File: config.mk
export PLATFORM = sky130hd
export DESIGN_NAME = deadline_timer_queue
export DESIGN_NICKNAME = d
export VERILOG_FILES = /design/src/rtl/core/dtq_pkg.sv /design/src/rtl/core/dtq_ram.sv /design/src/rtl/core/dtq_pick.sv /design/src/rtl/core/deadline_timer_queue.sv
export VERILOG_INCLUDE_DIRS = /design/src /design/src/rtl/core
export SDC_FILE = /design/constraint.sdc
export NUM_CORES = 1
export LEC_CHECK = 0
export BUFFER_PORTS_ARGS = -buffer_cell sky130_fd_sc_hd__buf_2
export CORE_MARGIN = 2
export CORE_UTILIZATION = 42
export DETAILED_ROUTE_END_ITERATION = 8
export GPL_ROUTABILITY_DRIVEN = 0
export PLACE_DENSITY = 0.62
export SLEW_MARGIN = 25
export SYNTH_ARGS = -nofsm -noshare
export SYNTH_HDL_FRONTEND = slang
export SYNTH_HIERARCHICAL = 1
export SYNTH_SLANG_ARGS = --single-unit
File: constraint.sdc
create_clock -name clk -period 6.7 [get_ports clk]
set_clock_uncertainty 0.15 [all_clocks]
set_input_delay 0.335 -clock clk [delete_from_list [all_inputs] [get_ports clk]]
set_output_delay 0.335 -clock clk [all_outputs]
set_load 0.02 [all_outputs]
File: src/rtl/core/assert_macros.svh
// Assertion macros used by the RTL of the timer queue.
`ifndef ASSERT_MACROS_SVH
`define ASSERT_MACROS_SVH

// Same-cycle implication, sampled on clk, off while rst_n is low.
`define DTQ_ASSERT_IMP(lbl, ante, cons, msg) \
  lbl: assert property (@(posedge clk) disable iff (!rst_n) (ante) |-> (cons)) \
    else $error(msg);

// Next-cycle implication, sampled on clk, off while rst_n is low.
`define DTQ_ASSERT_NXT(lbl, ante, cons, msg) \
  lbl: assert property (@(posedge clk) disable iff (!rst_n) (ante) |=> (cons)) \
    else $error(msg);

`endif

File: src/rtl/core/dtq_pkg.sv
// Types and constants of the deadline timer queue.
package dtq_pkg;

  localparam int TW = 32;   // millisecond time width
  localparam int DW = 24;   // stored delay width

  localparam logic [1:0] MODE_TICK    = 2'd0;
  localparam logic [1:0] MODE_START   = 2'd1;
  localparam logic [1:0] MODE_RESTART = 2'd2;
  localparam logic [1:0] MODE_CANCEL  = 2'd3;

  // saturating count of due slots seen in one pass
  typedef logic [1:0] cnt_t;
  localparam cnt_t CNT_NONE = 2'd0;
  localparam cnt_t CNT_ONE  = 2'd1;
  localparam cnt_t CNT_MANY = 2'd2;

  typedef enum logic [2:0] {
    ST_IDLE = 3'b001,
    ST_RST  = 3'b010,
    ST_SCAN = 3'b100
  } state_t;

  // one deadline entry entering the picker
  typedef struct packed {
    logic          clr;
    logic          vld;
    logic          last;
    logic [TW-1:0] diff;
  } cand_t;

  // picker status at the end of a pass
  typedef struct packed {
    logic done;
    cnt_t cnt;
  } pick_t;

endpackage

File: src/rtl/core/dtq_ram.sv
// Generic single-write, single-read RAM with registered read data.
module dtq_ram #(
  parameter int WIDTH = 32,
  parameter int DEPTH = 16
) (
  input  logic                     clk,
  input  logic                     we,
  input  logic [$clog2(DEPTH)-1:0] waddr,
  input  logic [WIDTH-1:0]         wdata,
  input  logic                     re,
  input  logic [$clog2(DEPTH)-1:0] raddr,
  output logic [WIDTH-1:0]         rdata
);

  logic [WIDTH-1:0] mem [DEPTH];

  always_ff @(posedge clk) begin
    if (we) begin
      mem[waddr] <= wdata;
    end
    if (re) begin
      rdata <= mem[raddr];
    end
  end

endmodule

File: src/rtl/core/dtq_pick.sv
// Running minimum over one pass: earliest due deadline, lowest slot on ties.
module dtq_pick #(
  parameter int IW = 4
) (
  input  logic           clk,
  input  logic           rst_n,
  input  dtq_pkg::cand_t cand,
  input  logic [IW-1:0]  cand_idx,
  output dtq_pkg::pick_t res,
  output logic [IW-1:0]  best_idx
);

  dtq_pkg::cnt_t            cnt_r, cnt_nxt;
  logic                     done_r;
  logic [dtq_pkg::TW-1:0]   best_key_r;
  logic [IW-1:0]            best_idx_r;
  logic [dtq_pkg::TW-1:0]   key;
  logic                     due;
  logic                     take;

  // due when deadline - now is zero or negative
  assign due  = cand.vld && ((cand.diff == '0) || cand.diff[dtq_pkg::TW-1]);
  assign key  = cand.diff ^ {1'b1, {(dtq_pkg::TW-1){1'b0}}};
  // strict compare keeps the lower slot on equal keys (ascending scan)
  assign take = due && ((cnt_r == dtq_pkg::CNT_NONE) || (key < best_key_r));

  always_comb begin
    cnt_nxt = cnt_r;
    if (cand.clr) begin
      cnt_nxt = dtq_pkg::CNT_NONE;
    end else if (due) begin
      cnt_nxt = (cnt_r == dtq_pkg::CNT_NONE) ? dtq_pkg::CNT_ONE : dtq_pkg::CNT_MANY;
    end
  end

  always_ff @(posedge clk) begin
    if (!rst_n) begin
      cnt_r  <= dtq_pkg::CNT_NONE;
      done_r <= 1'b0;
    end else begin
      cnt_r  <= cnt_nxt;
      done_r <= cand.last;
    end
  end

  always_ff @(posedge clk) begin
    if (take) begin
      best_key_r <= key;
      best_idx_r <= cand_idx;
    end
  end

  assign res.done = done_r;
  assign res.cnt  = cnt_r;
  assign best_idx = best_idx_r;

endmodule

File: src/rtl/core/deadline_timer_queue.sv
// Top level of the deadline-ordered one-shot timer queue.
//
// Use: a command beat is taken when start is high and busy is low. in_mode picks
// tick, start (arm at now + in_delay_ms, delay kept), restart (arm at now + kept
// delay) or cancel; in_slot names the slot. Slots at or above SLOTS are ignored.
// Start and cancel leave busy low, so they may follow each other every cycle.
// Restart reads the kept-delay RAM, then holds busy in ST_RST while it writes the deadline.
// A tick advances the millisecond clock and sweeps the deadline RAM, one slot per
// cycle. Each sweep yields the earliest due slot; a tick with k expiries takes
// max(k,1) sweeps, so the deadline RAM read port sets the rate.
// Results: out_valid strobes for one cycle per expiry, earliest deadline first,
// lower slot first on a tie; out_is_last marks the final expiry of the tick. The
// receiver cannot stall, so each result beat is shown once and not held.
// Reset (synchronous, rst_n low): clock to zero, every slot disarmed, kept delays
// read as zero until first written. No clearing sweep is needed.
`include "assert_macros.svh"

module deadline_timer_queue #(
  parameter int SLOTS = 16
) (
  input  logic        clk,
  input  logic        rst_n,
  input  logic        start,
  output logic        busy,
  input  logic [1:0]  in_mode,
  input  logic [3:0]  in_slot,
  input  logic [23:0] in_delay_ms,
  output logic        out_valid,
  output logic [3:0]  out_expired_slot,
  output logic        out_is_last
);

  localparam int IW = $clog2(SLOTS);

  // control state
  dtq_pkg::state_t          st_r, st_nxt;
  logic [dtq_pkg::TW-1:0]   now_r, now_nxt;
  logic [SLOTS-1:0]         armed_r, armed_nxt;
  logic [SLOTS-1:0]         sv_vld_r, sv_vld_nxt;   // kept delay written since reset
  logic                     iss_on_r, iss_on_nxt;
  logic [IW-1:0]            iss_idx_r, iss_idx_nxt;
  logic                     out_valid_r, out_valid_nxt;

  // sweep pipeline: p1 = RAM read in flight, p2 = difference registered
  logic                     p1_on_r, p1_last_r;
  logic [IW-1:0]            p1_idx_r;
  logic                     p2_vld_r, p2_last_r;
  logic [IW-1:0]            p2_idx_r;
  logic [dtq_pkg::TW-1:0]   p2_diff_r;

  logic [IW-1:0]            op_idx_r;
  logic [3:0]               out_slot_r;
  logic                     out_last_r;

  logic                     acc, in_ok, pass_go;
  logic [IW-1:0]            in_idx;
  logic                     dl_we, sd_we, sd_re;
  logic [IW-1:0]            dl_waddr;
  logic [dtq_pkg::TW-1:0]   dl_wdata, dl_rdata;
  logic [dtq_pkg::DW-1:0]   sd_rdata, sd_val;

  dtq_pkg::cand_t           cand;
  dtq_pkg::pick_t           res;
  logic [IW-1:0]            best_idx;

  assign busy   = (st_r != dtq_pkg::ST_IDLE);
  assign acc    = start && !busy;
  assign in_ok  = int'(in_slot) < SLOTS;
  assign in_idx = IW'(in_slot);
  assign sd_val = sv_vld_r[op_idx_r] ? sd_rdata : '0;

  // deadlines: written by start and restart, read by the sweep
  dtq_ram #(.WIDTH(dtq_pkg::TW), .DEPTH(SLOTS)) u_dl_ram (
    .clk  (clk),
    .we   (dl_we),
    .waddr(dl_waddr),
    .wdata(dl_wdata),
    .re   (iss_on_r),
    .raddr(iss_idx_r),
    .rdata(dl_rdata)
  );

  // kept delays: written by start, read by restart
  dtq_ram #(.WIDTH(dtq_pkg::DW), .DEPTH(SLOTS)) u_sd_ram (
    .clk  (clk),
    .we   (sd_we),
    .waddr(in_idx),
    .wdata(in_delay_ms),
    .re   (sd_re),
    .raddr(in_idx),
    .rdata(sd_rdata)
  );

  assign cand.clr  = pass_go;
  assign cand.vld  = p2_vld_r;
  assign cand.last = p2_last_r;
  assign cand.diff = p2_diff_r;

  dtq_pick #(.IW(IW)) u_pick (
    .clk     (clk),
    .rst_n   (rst_n),
    .cand    (cand),
    .cand_idx(p2_idx_r),
    .res     (res),
    .best_idx(best_idx)
  );

  always_comb begin
    st_nxt        = st_r;
    now_nxt       = now_r;
    armed_nxt     = armed_r;
    sv_vld_nxt    = sv_vld_r;
    iss_on_nxt    = iss_on_r;
    iss_idx_nxt   = iss_idx_r;
    out_valid_nxt = 1'b0;
    pass_go       = 1'b0;
    dl_we         = 1'b0;
    dl_waddr      = in_idx;
    dl_wdata      = now_r + dtq_pkg::TW'(in_delay_ms);
    sd_we         = 1'b0;
    sd_re         = 1'b0;
    case (st_r)
      dtq_pkg::ST_IDLE: begin
        if (acc) begin
          case (in_mode)
            dtq_pkg::MODE_TICK: begin
              now_nxt = now_r + dtq_pkg::TW'(1);
              st_nxt  = dtq_pkg::ST_SCAN;
              pass_go = 1'b1;
            end
            dtq_pkg::MODE_START: begin
              if (in_ok) begin
                dl_we              = 1'b1;
                sd_we              = 1'b1;
                sv_vld_nxt[in_idx] = 1'b1;
                armed_nxt[in_idx]  = 1'b1;
              end
            end
            dtq_pkg::MODE_RESTART: begin
              if (in_ok) begin
                sd_re  = 1'b1;
                st_nxt = dtq_pkg::ST_RST;
              end
            end
            dtq_pkg::MODE_CANCEL: begin
              if (in_ok) begin
                armed_nxt[in_idx] = 1'b0;
              end
            end
            default: ;
          endcase
        end
      end
      dtq_pkg::ST_RST: begin
        dl_we               = 1'b1;
        dl_waddr            = op_idx_r;
        dl_wdata            = now_r + dtq_pkg::TW'(sd_val);
        armed_nxt[op_idx_r] = 1'b1;
        st_nxt              = dtq_pkg::ST_IDLE;
      end
      dtq_pkg::ST_SCAN: begin
        if (iss_on_r) begin
          if (iss_idx_r == IW'(SLOTS - 1)) begin
            iss_on_nxt = 1'b0;
          end else begin
            iss_idx_nxt = iss_idx_r + IW'(1);
          end
        end
        // end of a pass: report the winner if any, sweep again if more are due
        if (res.done) begin
          if (res.cnt == dtq_pkg::CNT_NONE) begin
            st_nxt = dtq_pkg::ST_IDLE;
          end else begin
            out_valid_nxt       = 1'b1;
            armed_nxt[best_idx] = 1'b0;
            if (res.cnt == dtq_pkg::CNT_ONE) begin
              st_nxt = dtq_pkg::ST_IDLE;
            end else begin
              pass_go = 1'b1;
            end
          end
        end
      end
      default: st_nxt = dtq_pkg::ST_IDLE;
    endcase
    if (pass_go) begin
      iss_on_nxt  = 1'b1;
      iss_idx_nxt = '0;
    end
  end

  always_ff @(posedge clk) begin
    if (!rst_n) begin
      st_r        <= dtq_pkg::ST_IDLE;
      now_r       <= '0;
      armed_r     <= '0;
      sv_vld_r    <= '0;
      iss_on_r    <= 1'b0;
      iss_idx_r   <= '0;
      out_valid_r <= 1'b0;
      p1_on_r     <= 1'b0;
      p1_last_r   <= 1'b0;
      p2_vld_r    <= 1'b0;
      p2_last_r   <= 1'b0;
    end else begin
      st_r        <= st_nxt;
      now_r       <= now_nxt;
      armed_r     <= armed_nxt;
      sv_vld_r    <= sv_vld_nxt;
      iss_on_r    <= iss_on_nxt;
      iss_idx_r   <= iss_idx_nxt;
      out_valid_r <= out_valid_nxt;
      p1_on_r     <= iss_on_r;
      p1_last_r   <= iss_on_r && (iss_idx_r == IW'(SLOTS - 1));
      p2_vld_r    <= p1_on_r && armed_r[p1_idx_r];
      p2_last_r   <= p1_last_r;
    end
  end

  // payload, no reset
  always_ff @(posedge clk) begin
    p1_idx_r  <= iss_idx_r;
    p2_idx_r  <= p1_idx_r;
    p2_diff_r <= dl_rdata - now_r;
    if (acc) begin
      op_idx_r <= in_idx;
    end
    if (out_valid_nxt) begin
      out_slot_r <= 4'(best_idx);
      out_last_r <= (res.cnt == dtq_pkg::CNT_ONE);
    end
  end

  assign out_valid        = out_valid_r;
  assign out_expired_slot = out_slot_r;
  assign out_is_last      = out_last_r;

  // results only come out of a sweep
  `DTQ_ASSERT_IMP(a_out_from_scan, out_valid, $past(st_r == dtq_pkg::ST_SCAN), "beat outside sweep")
  // no deadline reads issued while idle
  `DTQ_ASSERT_IMP(a_idle_no_issue, !busy, !iss_on_r, "sweep read while idle")
  // a non-final expiry is followed by another sweep
  `DTQ_ASSERT_IMP(a_more_keeps_scan, out_valid && !out_is_last, st_r == dtq_pkg::ST_SCAN, "sweep ended early")
  // an accepted tick always starts a sweep
  `DTQ_ASSERT_NXT(a_tick_busy, acc && (in_mode == dtq_pkg::MODE_TICK), busy, "tick not swept")

endmodule

# Word level (Yosys, flattened, before mapping)
# Memory sizes are Yosys's and may differ from the RTL's. A register that Yosys moved wholly into a read port is not among the register bits.
# Index checks and enable logic that the tools add are counted.
word_totals:
  regBits: 165
  latchBits: 0
  mem_bits_rw: 896
  mem_bits_ro: 0
  output_inout_bits: 7
  word_cells: 132
  n_memories: 2
classes:
  add_sub_neg: 5
  multipliers: 0
  n_div: 0
  order_cmp: 8
  n_eq_ne: 15
  shift: 0
  mux: 49
  n_bitwise: 10
  n_reduce_logical: 22
mem_list:
  columns: ["memory", "words", "word_bits", "rd", "rd_clocked_by_memory_dff", "wr", "line", "source"]
  rows:
  - ["u_dl_ram.mem", 16, 32, 1, 1, 1, "dtq_ram.sv:15", "logic [WIDTH-1:0] mem [DEPTH];"]
  - ["u_sd_ram.mem", 16, 24, 1, 1, 1, "dtq_ram.sv:15", null]
op_table:
  columns: ["op", "count"]
  rows:
  - ["adder 32 x 24 -> 32 bit", 2]
  - ["two-way mux 16 bit", 3]
  - ["OR 16 bit", 3]
  - ["one-hot mux 16 bit (3 select lines)", 1]
  - ["adder 32 x 1 -> 32 bit (second input constant)", 1]
  - ["bitwise AND 16 bit", 2]
  - ["zero test 32 bit", 1]
  - ["less-than comparator 32 bit", 1]
  - ["two-way mux 32 bit", 1]
  - ["NOT 16 bit", 2]
  - ["one-hot mux 16 bit (2 select lines)", 1]
  - ["subtractor 32 bit", 1]
  - ["two-way mux 1 bit", 27]
  - ["two-way mux 24 bit", 1]
  - ["less-than comparator 4 x 5 -> 1 bit (second input constant)", 4]
  - ["demux 1 bit (select 4 bit)", 3]
  - [">= comparator 4 x 1 -> 1 bit (second input constant)", 3]
  - ["two-way mux 3 bit", 4]
  - ["one-hot mux 3 bit (2 select lines)", 2]
  - ["!= test 3 x 1 -> 1 bit (second input constant)", 3]
  - ["AND reduction 3 bit", 3]
  - ["binary-select mux 1 bit (select 4 bit)", 2]
  - ["logical AND 1 bit", 8]
  - ["AND reduction 5 bit", 1]
  - ["other kinds (21)", 29]

# Longest topological paths before layout
depth:
  ltp_word: 9
  depth_mapped: 17
  depth_no_buf: 14

# Modules after synthesis
# Netlist, hierarchy kept.
modules_own_cells:
  columns: ["mod", "instances", "cells_per_inst", "area_per_inst_um2"]
  rows:
  - ["dtq_ram (u_dl_ram)", 1, 838, 20156.8]
  - ["dtq_ram (u_sd_ram)", 1, 636, 15170.8]
  - ["deadline_timer_queue", 1, 1091, 8649.5]
  - ["dtq_pick", 1, 174, 2087.0]

# Worst setup path before layout
# No wires, ideal clock.
synth_path:
  path_kind: "register to register"
  startpoint: "reg op_idx_r[0]"
  endpoint: "mem u_dl_ram.mem[0][23] (data pin)"
  setup_time_ns: 0.419
  arrival_ns: 4.517
  required_time_ns: 6.131
  slack_ns: 1.614
  path_stages_with_launch: 13
  path_buffers: 2
  synth_period_minus_slack_ns: 5.086
  path_cell_list: "edfxtp_1 buf_2 mux4_2 mux4_2 clkbuf_1 nand3_1 nand2_1 ha_1 nand3_1 or2_2 o311ai_2 o211ai_1 o311ai_0"
synth_via:
  elab_chain_len: 5
synth_lines:
  columns: ["item", "line", "source"]
  rows:
  - ["from (decl)", "deadline_timer_queue.sv:51", "logic [IW-1:0] op_idx_r;"]
  - ["from (signal assigned)", "deadline_timer_queue.sv:226", "op_idx_r <= in_idx;"]
  - ["binary-select mux 1 bit (select 4 bit)", "deadline_timer_queue.sv:70", "assign sd_val = sv_vld_r[op_idx_r] ? sd_rdata : '0;"]
  - ["two-way mux 1 bit (not written as such)", "deadline_timer_queue.sv:70", null]
  - ["two-way mux 24 bit", "deadline_timer_queue.sv:70", null]
  - ["adder 32 x 24 -> 32 bit", "deadline_timer_queue.sv:157", "dl_wdata = now_r + dtq_pkg::TW'(sd_val);"]
  - ["two-way mux 32 bit", "deadline_timer_queue.sv:122", "case (st_r)"]
  - ["via dl_wdata (one bit)", "deadline_timer_queue.sv:59", "logic [dtq_pkg::TW-1:0] dl_wdata, dl_rdata;"]
  - ["to (decl)", "dtq_ram.sv:15", null]
# The timed path passes the listed nets, and every way through them passes these cells. The select of a mux whose other input is x is not followed.

# Worst setup path in the final report
layout_path:
  startpoint: "reg op_idx_r[0]"
  endpoint: "mem u_dl_ram.mem[15][30] (data pin)"
# Same word-level chain as after synthesis.

==> impl_metrics.yaml <==
status:
  status: "completed"
synth:
  yosys-top-cells-count: "997 x edfxtp_1, 234 x mux4_2, 215 x nand2_1"
  yosys.area.top_type: "edfxtp_1"
  synth_top_area_share_pct: 65.0
  seq_area_frac_synth_pct: 70.2
  async_reset_ff_share_pct: 0
  yosys-top-cells-area: "edfxtp_1 65%, mux4_2 11%, dfxtp_1 5.2%"
  synth-main-ff-cell: "edfxtp_1"
  post-synth-top-count-cell: "edfxtp_1"
  yosysWarnings: 6
  synth_cell_type_count: 79
  ys_seq_elements: 1117
  synth_edf_count: 997
  syn_nets: 2865
  synth_area_mm2: 0.0461
  synthCells: 2739
  syn_avg_cell_area_um2: 16.8
cts:
  clock-root-buffer: "clkbuf_16"
  htreeDepth: 3
  clk_pin_slew_ns: 0.06
  cts_sinks: 1117
  clk_path_buf_depth: 3
  tritoncts: "built"
  cts_made_buffers: 112
  cts_resized: 0
  hold_buffers: 31
  insertion_delay_ns: 0.73
  post_cts_buffers: 0
critical_path:
  end_kind: "flip-flop"
  slowest_stage: "mux4_2"
  cp_max_fo: 24
  cp_top_family: "compound AO/OA/AOI/OAI gates"
  cp.required_ns: 6.95
  cp-start-kind: "flip-flop"
  crit_buf_inv: 0
  slowest_delay_ns: 0.76
  worstPathArrival_ns: 5.96
  crit_chain: "mux4_2 > mux4_2 > nand3_1 > nand2_1 > ha_1 > nand3_1 > or2_2 > a211oi_1 > o31ai_1 > a211oi_1 > o21ai_0 > xnor2_2"
  crit_type: "reg -> reg"
sta:
  rsz0062_at_grt: "false"
  max_freq_mhz: 175
  slew_violations: 0
  tns_ns: 0
  setup_viol: 0
  fin_crit_ns: 5.71
  fin_ws_ns: 0.990
  worstMarginPinSlew_ns: 1.01
  hold_viol: 0
  slew_headroom_pct: 33.0
  period_share_pct: 85.2
placement:
  dp_hpwl_um: 66500
  numPortBuffers: 39
  place_ws_ns: 0.805
  dpl-instance-area_mm2: 0.0482
detailed_routing:
  vias_per_cell: 5.86
  drt-total-wl_um: 113000
  vias: 25600
  dr.pass1.iters: 5
  dr.first_iter.drc_count: 2636
  drcViolationCount: 0
  wl_per_cell_um: 25.7
  ant_nets: 0
finish:
  antenna_cells: 0
  fin_nets: 2989
  design_area_mm2: 0.0525
  area_delta_synth_final_pct: 13.9
  drive_above_1_share_pct: 19.9
  fillCellCount: 8824
floorplan:
  die-area_mm2: 0.112
  ios: 40
  die_x_um: 335
  placeableCoreArea_mm2: 0.109
  fp.dieH_um: 335
  fp-row-count: 121
  start_util_pct: 42.3
min_path:
  hp-class: "in -> reg"
pwr:
  p_per_area_mw_per_mm2: 277
  p_leak_nw: 17.2
  peakVddDrop_mv: 0.231
job:
  max_cap_viol_count: 0
grt:
  grt_max_degree: 95
  grt_pass1_vias: 25700
  grt_first_pass_wirelength_um: 167000
  antenna_found_initial: 1
  grt-ovfl-total: 0
  grt.total_usage_pct: 20.0
## cell type report
class	count	area [um2]	share of cell area [%]
Sequential cell	1117	32300	61.7
Inverter	89	334	0.637
Multi-Input combinational cell	1411	13200	25.1
Tap cell	1414	1770	3.37
Clock buffer	128	2860	5.46
Timing Repair Buffer	132	1040	1.98
Clock inverter	83	925	1.76
## power by group
part,internal [mW],switching (mW),total (mW),leakage [nW]
sequential,7.63,0.0366,7.66,10.1
combinational,0.173,0.338,0.511,5.32
clock,3.67,2.70,6.37,1.83
## cells in the final DEF, fill, tap and decap left out, drive strengths merged, types with 9 or more instances in the layout
master | Yosys | final
clkbuf | 73 | 128
nor2 | 142 | 142
and2 | 14 | 14
a22oi | 114 | 114
ha | 91 | 91
nand3 | 64 | 64
xnor2 | 71 | 71
a211oi | 9 | 9
a211o | 9 | 9
nand4 | 24 | 24
inv | 88 | 94
o21a | 26 | 26
o21ai | 43 | 43
nand2b | 16 | 16
a31oi | 15 | 15
a311oi | 10 | 10
nor4 | 18 | 18
a21o | 14 | 14
dlygate4sd3 | 0 | 31
buf | 49 | 101
clkinv | 1 | 57
edfxtp | 997 | 997
and3 | 10 | 10
o32a | 9 | 9
mux4 | 234 | 234
xor2 | 16 | 16
bufinv | 0 | 15
a21oi | 114 | 114
nor3 | 21 | 21
dfxtp | 120 | 120
nand2 | 215 | 215
nor2b | 32 | 32
## routing by layer
layer  part of all wire (%)  track usage (%)
met1                     43             28.4
met2                     48             32.3
met4                    2.7             5.88
met3                    6.6             2.87
met5                      0                0
## registers in the layout, summed over array words and instances, names as in the netlist, 2 cells and up, named ones only
name and flops:
iss_idx_r 4, now_r 32, op_idx_r 4, out_expired_slot 4
p1_idx_r 4, p2_diff_r 32, p2_idx_r 4, st_r 3
sv_vld_r 16, u_dl_ram/mem 512, u_dl_ram/rdata 32, u_pick/best_idx 4
u_pick/best_key_r 32, u_pick/cnt_r 2, u_sd_ram/mem 384, u_sd_ram/rdata 24
## tightest hold or removal path, delay by kind of cell
kind | cells | cell delay (ns)
buffers and inverters | 2 | 0.36
AO/OA/AOI/OAI | 1 | 0.14
## final timing paths
| check | from | to | slack [ns] | cells after the start |
|---|---|---|---|---|
| max | op_idx_r[0] | u_dl_ram/mem[15][30] | 0.99 | 12 |
| min | rst_n | st_r[0] | 0.05 | 3 |
| max reg2reg | op_idx_r[0] | u_dl_ram/mem[15][30] | 0.99 | 12 |
| min reg2reg | p1_idx_r[2] | p2_idx_r[2] | 0.24 | 0 |
## stage by stage
step	cells	utilization (%)	hold slack (ns)	total power [mW]
6_report	4374	48.2	0.0510	14.5
5_1_grt	4374	48.2	0.0339	15.0
4_1_cts	4374	48.1	0.00644	14.7
3_5_place_dp	4132	44.3	0.229	8.30
3_3_place_gp	4131	44.3	0.225	8.29
2_1_floorplan	2739	-	0.188	8.10
## cell families after synthesis
| family | Yosys count | share of synthesized area (%) |
|---|---|---|
| mux | 241 | 11.6 |
| fa+ha+maj | 93 | 2.56 |
| simple gates | 576 | 5.91 |
| compound gates | 414 | 6.13 |
| flops | 1117 | 70.2 |
| buf+inv | 211 | 1.95 |
| xor+xnor | 87 | 1.65 |
No activity file was read; power rests on OpenSTA's default activity.
